===== src/hw/rtl/rcfd_pkg.sv =====
// ----------------------------------------------------------------------------
// rcfd_pkg
// Shared types and constants for the rc frame decoder with motor failsafe.
// ----------------------------------------------------------------------------
package rcfd_pkg;

  // item kinds carried on the input tuser bit
  typedef enum logic [0:0] {
    CMD_BYTE = 1'b0,
    CMD_TICK = 1'b1
  } cmd_t;

  // configuration register indexes (word address bit 2)
  localparam logic [0:0] REG_HEADER  = 1'b0;
  localparam logic [0:0] REG_TIMEOUT = 1'b1;

  // reset values
  localparam logic [7:0]  HEADER_RESET  = 8'hAA;
  localparam logic [15:0] TIMEOUT_RESET = 16'd500;
  localparam logic [10:0] SERVO_CENTER  = 11'd1500;

  // frame layout: header, speed, angle, flags, checksum
  localparam logic [2:0] FRAME_LAST = 3'd4;

  // watchdog counter saturation point
  localparam logic [16:0] ELAPSED_MAX = 17'h10000;

  // speed mapping
  localparam logic [7:0] SPEED_MID  = 8'd128;
  localparam logic [7:0] SPEED_CLAMP = 8'd255;
  localparam int MOTOR_FULL  = 999;
  localparam int SPEED_FULL  = 255;
  localparam int MOTOR_SHIFT = 15;
  // ceil(999 * 2^15 / 255): exact floor quotient for magnitudes 0..255
  localparam int MOTOR_RECIP = (MOTOR_FULL * (1 << MOTOR_SHIFT) + SPEED_FULL - 1) / SPEED_FULL;
  localparam int MOTOR_RECIP_W = 17;

  // servo mapping
  localparam logic [7:0] ANGLE_MAX = 8'd180;
  localparam int SERVO_SPAN  = 1000;
  localparam int ANGLE_FULL  = 180;
  localparam int SERVO_BASE  = 1000;
  localparam int SERVO_SHIFT = 11;
  // ceil(1000 * 2^11 / 180): exact floor quotient for angles 0..180
  localparam int SERVO_RECIP = (SERVO_SPAN * (1 << SERVO_SHIFT) + ANGLE_FULL - 1) / ANGLE_FULL;
  localparam int SERVO_RECIP_W = 14;

  // completed frame seen by the decoder
  typedef struct packed {
    logic       ok;
    logic [7:0] speed;
    logic [7:0] angle;
    logic [7:0] flags;
  } frame_evt_t;

  // drive settings derived from one good frame
  typedef struct packed {
    logic        fwd;
    logic        rev;
    logic [9:0]  motor;
    logic [10:0] servo;
  } drive_t;

endpackage


===== src/hw/rtl/rcfd_frame.sv =====
// ----------------------------------------------------------------------------
// rcfd_frame
// Header hunt, frame byte capture and checksum test.
// ----------------------------------------------------------------------------
module rcfd_frame (
  input  logic                clk,
  input  logic                rst_n,
  input  logic                step,
  input  logic [7:0]          rx_byte,
  input  logic [7:0]          header_byte,
  output rcfd_pkg::frame_evt_t evt
);

  logic [2:0] pos_r;
  logic [2:0] pos_nxt;
  logic [7:0] bytes_r [4];
  logic       take;
  logic [7:0] csum;

  // a byte is kept unless we are hunting and it is not the header
  assign take = step && !((pos_r == 3'd0) && (rx_byte != header_byte));
  assign csum = bytes_r[0] ^ bytes_r[1] ^ bytes_r[2] ^ bytes_r[3];

  // position in the frame
  always_comb begin
    pos_nxt = pos_r;
    if (take) begin
      if (pos_r == rcfd_pkg::FRAME_LAST) begin
        pos_nxt = 3'd0;
      end else begin
        pos_nxt = pos_r + 3'd1;
      end
    end
  end

  always_ff @(posedge clk) begin
    if (!rst_n) begin
      pos_r <= 3'd0;
    end else begin
      pos_r <= pos_nxt;
    end
  end

  // frame bytes, no reset needed
  always_ff @(posedge clk) begin
    if (take && (pos_r != rcfd_pkg::FRAME_LAST)) begin
      bytes_r[pos_r[1:0]] <= rx_byte;
    end
  end

  // checksum beat closes the frame
  always_comb begin
    evt.ok    = step && (pos_r == rcfd_pkg::FRAME_LAST) && (csum == rx_byte);
    evt.speed = bytes_r[1];
    evt.angle = bytes_r[2];
    evt.flags = bytes_r[3];
  end

endmodule


===== src/hw/rtl/rcfd_watchdog.sv =====
// ----------------------------------------------------------------------------
// rcfd_watchdog
// Tick counter since the last good frame and one-shot motor stop.
// ----------------------------------------------------------------------------
module rcfd_watchdog (
  input  logic        clk,
  input  logic        rst_n,
  input  logic        tick,
  input  logic        rearm,
  input  logic [15:0] timeout_ticks,
  output logic        trip
);

  logic [16:0] elapsed_r;
  logic [16:0] elapsed_nxt;
  logic        stopped_r;
  logic        stopped_nxt;
  logic [16:0] elapsed_inc;

  // saturating increment
  assign elapsed_inc = (elapsed_r != rcfd_pkg::ELAPSED_MAX) ? elapsed_r + 17'd1 : elapsed_r;
  assign trip = tick && (elapsed_inc > {1'b0, timeout_ticks}) && !stopped_r;

  always_comb begin
    elapsed_nxt = elapsed_r;
    stopped_nxt = stopped_r;
    if (rearm) begin
      elapsed_nxt = 17'd0;
      stopped_nxt = 1'b0;
    end else if (tick) begin
      elapsed_nxt = elapsed_inc;
      if (trip) begin
        stopped_nxt = 1'b1;
      end
    end
  end

  always_ff @(posedge clk) begin
    if (!rst_n) begin
      elapsed_r <= 17'd0;
      stopped_r <= 1'b0;
    end else begin
      elapsed_r <= elapsed_nxt;
      stopped_r <= stopped_nxt;
    end
  end

endmodule


===== src/hw/rtl/rcfd_drive_calc.sv =====
// ----------------------------------------------------------------------------
// rcfd_drive_calc
// Maps the speed and angle bytes of a frame to H-bridge bits and compares.
// ----------------------------------------------------------------------------
module rcfd_drive_calc (
  input  logic [7:0]       speed,
  input  logic [7:0]       angle,
  output rcfd_pkg::drive_t drv
);

  localparam int MPROD_W = 8 + rcfd_pkg::MOTOR_RECIP_W;
  localparam int SPROD_W = 8 + rcfd_pkg::SERVO_RECIP_W;

  logic [7:0]         mag;
  logic [7:0]         below;
  logic [7:0]         ang;
  logic [MPROD_W-1:0] mprod;
  logic [SPROD_W-1:0] sprod;

  // (speed - 128) * 2 clamped to +-255, split into direction and magnitude
  assign below = rcfd_pkg::SPEED_MID - speed;
  always_comb begin
    drv.fwd = 1'b0;
    drv.rev = 1'b0;
    mag     = 8'd0;
    if (speed > rcfd_pkg::SPEED_MID) begin
      drv.fwd = 1'b1;
      mag     = {speed[6:0], 1'b0};
    end else if (speed < rcfd_pkg::SPEED_MID) begin
      drv.rev = 1'b1;
      mag     = (speed == 8'd0) ? rcfd_pkg::SPEED_CLAMP : {below[6:0], 1'b0};
    end
  end

  // magnitude * 999 / 255 by reciprocal multiply
  assign mprod     = MPROD_W'(mag) * MPROD_W'(rcfd_pkg::MOTOR_RECIP);
  assign drv.motor = mprod[rcfd_pkg::MOTOR_SHIFT +: 10];

  // 1000 + angle * 1000 / 180, angle clamped
  assign ang       = (angle > rcfd_pkg::ANGLE_MAX) ? rcfd_pkg::ANGLE_MAX : angle;
  assign sprod     = SPROD_W'(ang) * SPROD_W'(rcfd_pkg::SERVO_RECIP);
  assign drv.servo = 11'(rcfd_pkg::SERVO_BASE) + {1'b0, sprod[rcfd_pkg::SERVO_SHIFT +: 10]};

endmodule


===== src/hw/rtl/rc_frame_decoder_with_failsafe_core.sv =====
// ----------------------------------------------------------------------------
// rc_frame_decoder_with_failsafe_core
// Decodes five-byte rc frames into motor and servo settings, with a
// tick-driven watchdog that stops the motor once after a timeout.
// ----------------------------------------------------------------------------
// One beat is taken per cycle while the output is not stalled: each beat passes
// through an input register, combinational decode and arithmetic, and a result
// register. When the result register is full and out_tready is low, a full input
// register holds and in_tready drops.
// Byte beats (in_tuser 0) and tick beats (in_tuser 1) share one stream; at
// most one result leaves per beat. Registers: header_byte at 0x0, timeout_ticks
// at 0x4; write them only while the block is idle.
module rc_frame_decoder_with_failsafe_core (
  input  logic        clk,
  input  logic        rst_n,
  // input stream
  input  logic        in_tvalid,
  output logic        in_tready,
  input  logic [7:0]  in_tdata,   // [7:0] rx_byte
  input  logic [0:0]  in_tuser,   // [0] command
  // result stream
  output logic        out_tvalid,
  input  logic        out_tready,
  output logic [31:0] out_tdata,  // [0] drive_forward, [1] drive_reverse,
                                  // [11:2] motor_compare, [22:12] servo_compare,
                                  // [30:23] flag_bits, [31] failsafe_trip
  // configuration port
  input  logic        cfg_psel,
  input  logic        cfg_penable,
  input  logic        cfg_pwrite,
  input  logic [2:0]  cfg_paddr,
  input  logic [31:0] cfg_pwdata,
  output logic [31:0] cfg_prdata,
  output logic        cfg_pready
);

  // configuration registers
  logic [7:0]  header_r;
  logic [15:0] timeout_r;
  logic        cfg_wr;

  // input register
  logic                 in_v_r;
  rcfd_pkg::cmd_t       in_cmd_r;
  logic [7:0]           in_byte_r;

  // held state and result register
  logic [10:0] held_servo_r;
  logic [7:0]  held_flags_r;
  logic        out_v_r;
  logic        out_fwd_r;
  logic        out_rev_r;
  logic [9:0]  out_motor_r;
  logic [10:0] out_servo_r;
  logic [7:0]  out_flags_r;
  logic        out_trip_r;

  logic                 out_free;
  logic                 adv;
  logic                 step_byte;
  logic                 step_tick;
  logic                 trip;
  rcfd_pkg::frame_evt_t evt;
  rcfd_pkg::drive_t     drv;

  // config write and read-back
  assign cfg_pready = 1'b1;
  assign cfg_wr     = cfg_psel && cfg_penable && cfg_pwrite && cfg_pready;

  always_ff @(posedge clk) begin
    if (!rst_n) begin
      header_r  <= rcfd_pkg::HEADER_RESET;
      timeout_r <= rcfd_pkg::TIMEOUT_RESET;
    end else if (cfg_wr) begin
      unique case (cfg_paddr[2])
        rcfd_pkg::REG_HEADER:  header_r  <= cfg_pwdata[7:0];
        rcfd_pkg::REG_TIMEOUT: timeout_r <= cfg_pwdata[15:0];
        default: ;
      endcase
    end
  end

  always_comb begin
    unique case (cfg_paddr[2])
      rcfd_pkg::REG_HEADER:  cfg_prdata = {24'd0, header_r};
      rcfd_pkg::REG_TIMEOUT: cfg_prdata = {16'd0, timeout_r};
      default:               cfg_prdata = 32'd0;
    endcase
  end

  // handshake: the work stage advances whenever the result slot can take it
  assign out_free  = !out_v_r || out_tready;
  assign adv       = in_v_r && out_free;
  assign in_tready = !in_v_r || out_free;
  assign step_byte = adv && (in_cmd_r == rcfd_pkg::CMD_BYTE);
  assign step_tick = adv && (in_cmd_r == rcfd_pkg::CMD_TICK);

  // input register
  always_ff @(posedge clk) begin
    if (!rst_n) begin
      in_v_r <= 1'b0;
    end else if (in_tready) begin
      in_v_r <= in_tvalid;
    end
  end

  always_ff @(posedge clk) begin
    if (in_tvalid && in_tready) begin
      in_cmd_r  <= rcfd_pkg::cmd_t'(in_tuser[0]);
      in_byte_r <= in_tdata;
    end
  end

  // frame decode, watchdog and drive arithmetic
  rcfd_frame u_frame (
    .clk         (clk),
    .rst_n       (rst_n),
    .step        (step_byte),
    .rx_byte     (in_byte_r),
    .header_byte (header_r),
    .evt         (evt)
  );

  rcfd_watchdog u_watchdog (
    .clk           (clk),
    .rst_n         (rst_n),
    .tick          (step_tick),
    .rearm         (evt.ok),
    .timeout_ticks (timeout_r),
    .trip          (trip)
  );

  rcfd_drive_calc u_calc (
    .speed (evt.speed),
    .angle (evt.angle),
    .drv   (drv)
  );

  // held servo compare and flags follow each good frame
  always_ff @(posedge clk) begin
    if (!rst_n) begin
      held_servo_r <= rcfd_pkg::SERVO_CENTER;
      held_flags_r <= 8'd0;
    end else if (evt.ok) begin
      held_servo_r <= drv.servo;
      held_flags_r <= evt.flags;
    end
  end

  // result register
  always_ff @(posedge clk) begin
    if (!rst_n) begin
      out_v_r <= 1'b0;
    end else if (adv) begin
      out_v_r <= evt.ok || trip;
    end else if (out_tready) begin
      out_v_r <= 1'b0;
    end
  end

  always_ff @(posedge clk) begin
    if (evt.ok) begin
      out_fwd_r   <= drv.fwd;
      out_rev_r   <= drv.rev;
      out_motor_r <= drv.motor;
      out_servo_r <= drv.servo;
      out_flags_r <= evt.flags;
      out_trip_r  <= 1'b0;
    end else if (trip) begin
      out_fwd_r   <= 1'b0;
      out_rev_r   <= 1'b0;
      out_motor_r <= 10'd0;
      out_servo_r <= held_servo_r;
      out_flags_r <= held_flags_r;
      out_trip_r  <= 1'b1;
    end
  end

  assign out_tvalid = out_v_r;
  assign out_tdata  = {out_trip_r, out_flags_r, out_servo_r, out_motor_r, out_rev_r, out_fwd_r};

  // the h-bridge is never driven both ways
  a_drive_exclusive: assert property (@(posedge clk) disable iff (!rst_n)
    out_v_r |-> !(out_fwd_r && out_rev_r))
    else $error("both h-bridge inputs set");

  // a watchdog stop always carries a stopped motor
  a_trip_stops_motor: assert property (@(posedge clk) disable iff (!rst_n)
    (out_v_r && out_trip_r) |-> (out_motor_r == 10'd0 && !out_fwd_r && !out_rev_r))
    else $error("failsafe result with motor running");

  // compares stay in their ranges
  a_compare_range: assert property (@(posedge clk) disable iff (!rst_n)
    out_v_r |-> (out_motor_r <= 10'd999 && out_servo_r >= 11'd1000 &&
                 out_servo_r <= 11'd2000))
    else $error("compare value out of range");

  // a result is only produced by a beat leaving the work stage
  a_result_from_beat: assert property (@(posedge clk) disable iff (!rst_n)
    (out_v_r && !$past(out_v_r)) |-> $past(in_v_r))
    else $error("result without a beat");

endmodule

===== config.mk =====
export PLATFORM = sky130hd
export DESIGN_NAME = rc_frame_decoder_with_failsafe_core
export DESIGN_NICKNAME = d
export VERILOG_FILES = /design/src/hw/rtl/rcfd_pkg.sv /design/src/hw/rtl/rcfd_frame.sv /design/src/hw/rtl/rcfd_watchdog.sv /design/src/hw/rtl/rcfd_drive_calc.sv /design/src/hw/rtl/rc_frame_decoder_with_failsafe_core.sv
export SDC_FILE = /design/constraint.sdc
export NUM_CORES = 1
export LEC_CHECK = 0
export BUFFER_PORTS_ARGS = -buffer_cell sky130_fd_sc_hd__clkbuf_2
export CORE_AREA = 4 4 133 230
export DETAILED_ROUTE_END_ITERATION = 16
export DIE_AREA = 0 0 137 234
export GPL_ROUTABILITY_DRIVEN = 0
export PLACE_DENSITY = 0.65
export SLEW_MARGIN = 25
export SYNTH_ARGS = -nofsm -noshare
export SYNTH_HDL_FRONTEND = slang
export SYNTH_SLANG_ARGS = --single-unit

===== constraint.sdc =====
create_clock -name clk -period 11.6 [get_ports clk]
set_input_delay 2.32 -clock clk [delete_from_list [all_inputs] [get_ports clk]]
set_output_delay 2.32 -clock clk [all_outputs]
set_load 0.01 [all_outputs]

==> results.txt <==
Synth cell types = 71
Num rows = 82
Fin crit period = 7570 ps
Max-cap violations = 0
Clock Path Buffers = 2
Clk_skew = 10.3 ps
Mapped cell area = 10500 um^2
Pwr dens = 96.9 nW/um^2
Sequential fraction of the synthesis area = 33.4%
Worst-Margin Slew = 874 ps
Nets = 1358
WHS = 453 ps
Worst-path maximum fanout = 8
I/O Pins = 118
DR vias = 7333
Reg2Reg Depth = 25
Setup repair bufs after CTS = 0
Dpl hpwl = 19000 um
Hold buffer count at cts = 0
First-pass GRT wire length = 38700 um
Vias/cell = 4.83
Ys async rst share = 0%
Initial Utilization = 36.5%
CTS tree = built
Share of cells above drive strength 1 = 13.5%
Clock slew at reported path FFs = 60 ps
Htree depth = 4
Critical path class = reg2reg
Total leakage power = 5.29 nW
Pin count of the biggest net entering global routing = 32
Die width = 137 um
Yosys top cell by area = edfxtp_1
Initial antenna violation count = 0
Routed WL = 23400 um
Most frequent cells in the layout = 157 x inv_1, 121 x ha_1, 91 x nand2_1
Met2 routed WL = 13500 um
Routed wl met3 = 717 um
Gate Count Post-Synth = 1056
Peak supply drop = 0.0927 mV
TNS Setup = 0 ps
Crit-path most repeated cell = inv_1
Number of antenna diodes = 0
Die Y-Extent = 234 um
Synth warn = 0
Synth top area cells = edfxtp_1 21%, ha_1 14%, dfxtp_1 13%
Multi-input logic area = 6140 um^2
Number of CTS-inserted buffers = 17
Worst skew pair latency = 430 ps
Worst path top cell family by delay = adder cells
WL/cell = 15.4 um
M1 WL = 8650 um
Fin crit share = 65.3%
CP max stage cell = fa_1
Cts repair resizes = 0
FILL cells = 2826
Crit. End Element = flop
CP max stage delay = 630 ps
Post-route antenna net violation count = 0
Final Hold Vio Count = 0
Primary FF master, synth = edfxtp_1
Final Setup Violations = 0
Port Buffers = 82
Hold depth = 2
Vias in the first global route = 7791
Max_slew headroom = 41.7%
Buf+Inv Stages, Crit Path = 5
Layout area overhead = 12.0%
Die ar. = 32100 um^2
Startpoint types = flop
DR pass1 iterations = 4
#FFs+latches synth = 139
Sequential cell area = 3500 um^2
GR Overflow Total = 0
Most common cell after layout, fill and taps aside = inv_1
RSZ-0062 raised after global routing = false
WP data required = 11770 ps
Drt initial violations = 233
GR Util All Layers = 15.5%
Post-synthesis average cell area = 9.93 um^2
FMAX = 132 MHz
CP Depth = 25
Top routing layer in use = met4
Worst EP arrival = 7750 ps
Sink Count = 139
DRC = 0
Outcome = completed
Final Max Tran Viols = 0
Worst min path class = reg2reg
Area of the core = 28700 um^2
Overall power = 1.14 mW
Synth top area share = 20.6%
CTS root buf = clkbuf_16
Post-synth EDFFs = 72
==> routing by layer <==
| metal | up-vias | global-route usage, % |
|---|---|---|
| met2 | 126 | 31.0 |
| met3 | 39 | 2.68 |
| li1 | 3613 | - |
| met4 | 0 | 5.59 |
| met1 | 3555 | 15.7 |
| met5 | - | 0 |
==> Yosys cell counts (all sizes together) (2+ instances only) <==
library cell,count
fa,60
nand2b,6
nor2b,6
a221o,2
or2,11
nor3,9
nor4b,2
a21oi,36
and3,15
a211oi,11
a21o,10
nor2,72
xnor2,60
mux2i,2
edfxtp,72
a31oi,5
dfxtp,67
o2111ai,2
o21a,8
nand4,14
conb,2
clkbuf,20
nand2,92
o31ai,5
inv,157
xor2,41
and2,16
or3,4
buf,29
nand3,18
or4,3
mux2,20
nor4,7
o21ai,23
ha,121
o211ai,9
==> worst reg2reg max path, cell delays in order (launching register included) <==
cell       delay, ps
edfxtp_1         480
inv_1            100
ha_1             190
nand2_1          120
or4_1            560
nand2_1          120
nand2_1           50
o21ai_0          490
inv_1            200
fa_1             630
inv_1            100
fa_1             540
inv_1             80
fa_1             530
inv_1             50
fa_1             460
ha_1             320
a21o_1           160
a21o_1           170
a211oi_1         410
o211ai_1         240
a2111oi_2        430
nor3_1           170
or3_1            420
a211oi_1         240
nor3_1            70
==> layout make-up <==
type,count,share of cell area (%)
Inverter,158,5.05
Clock inverter,13,1.43
Timing Repair Buffer,85,3.69
Sequential cell,139,29.8
Tap cell,378,4.03
Multi-Input combinational cell,725,52.3
Clock buffer,19,3.69
==> worst paths after layout <==
check                           slack, ps             end                  start
worst max-delay path                 4030  out_motor_r[8]  u_frame.bytes_r[1][0]
worst min-delay path                  450   timeout_r[15]          timeout_r[15]
worst max register to register       4030  out_motor_r[8]  u_frame.bytes_r[1][0]
worst min register to register        450   timeout_r[15]          timeout_r[15]
==> state kept, by name, summed over array words and instances, names as in the netlist <==
name,flops
u_frame.bytes_r,32
u_watchdog.elapsed_r,17
timeout_r,16
held_servo_r,11
out_servo_r,11
out_motor_r,10
header_r,8
held_flags_r,8
in_byte_r,8
out_flags_r,8
u_frame.pos_r,3
in_cmd_r,1
in_v_r,1
out_fwd_r,1
out_rev_r,1
out_trip_r,1
out_tvalid,1
u_watchdog.stopped_r,1
==> cell families after synthesis <==
family / count (synthesis) / synth area share [%]
AO/OA/AOI/OAI: 124 / 8.40
XOR/XNOR: 101 / 8.58
adder cells (fa/ha/maj): 181 / 25.9
buffers and inverters: 208 / 8.57
flip-flops: 139 / 33.4
multiplexers: 22 / 2.34
other: 2 / 0.0716
AND/OR/NAND/NOR: 279 / 12.7
==> through the flow <==
stage	std cells	util (%)	instance area [um^2]	worst slack, ps
after floorplan	1072	-	10500	4980
after global placement	1485	38.8	11100	4120
after detailed placement	1485	38.8	11100	4000
after CTS	1517	40.9	11700	3980
after global routing	1517	40.9	11700	3570
final	1517	40.9	11700	4030
==> report_power, final <==
part	internal [mW]	total, mW	switching, mW
sequential	0.521	0.529	0.00792
clock	0.340	0.563	0.222
combinational	0.0185	0.0461	0.0276
No activity file was read; power rests on OpenSTA's default activity.
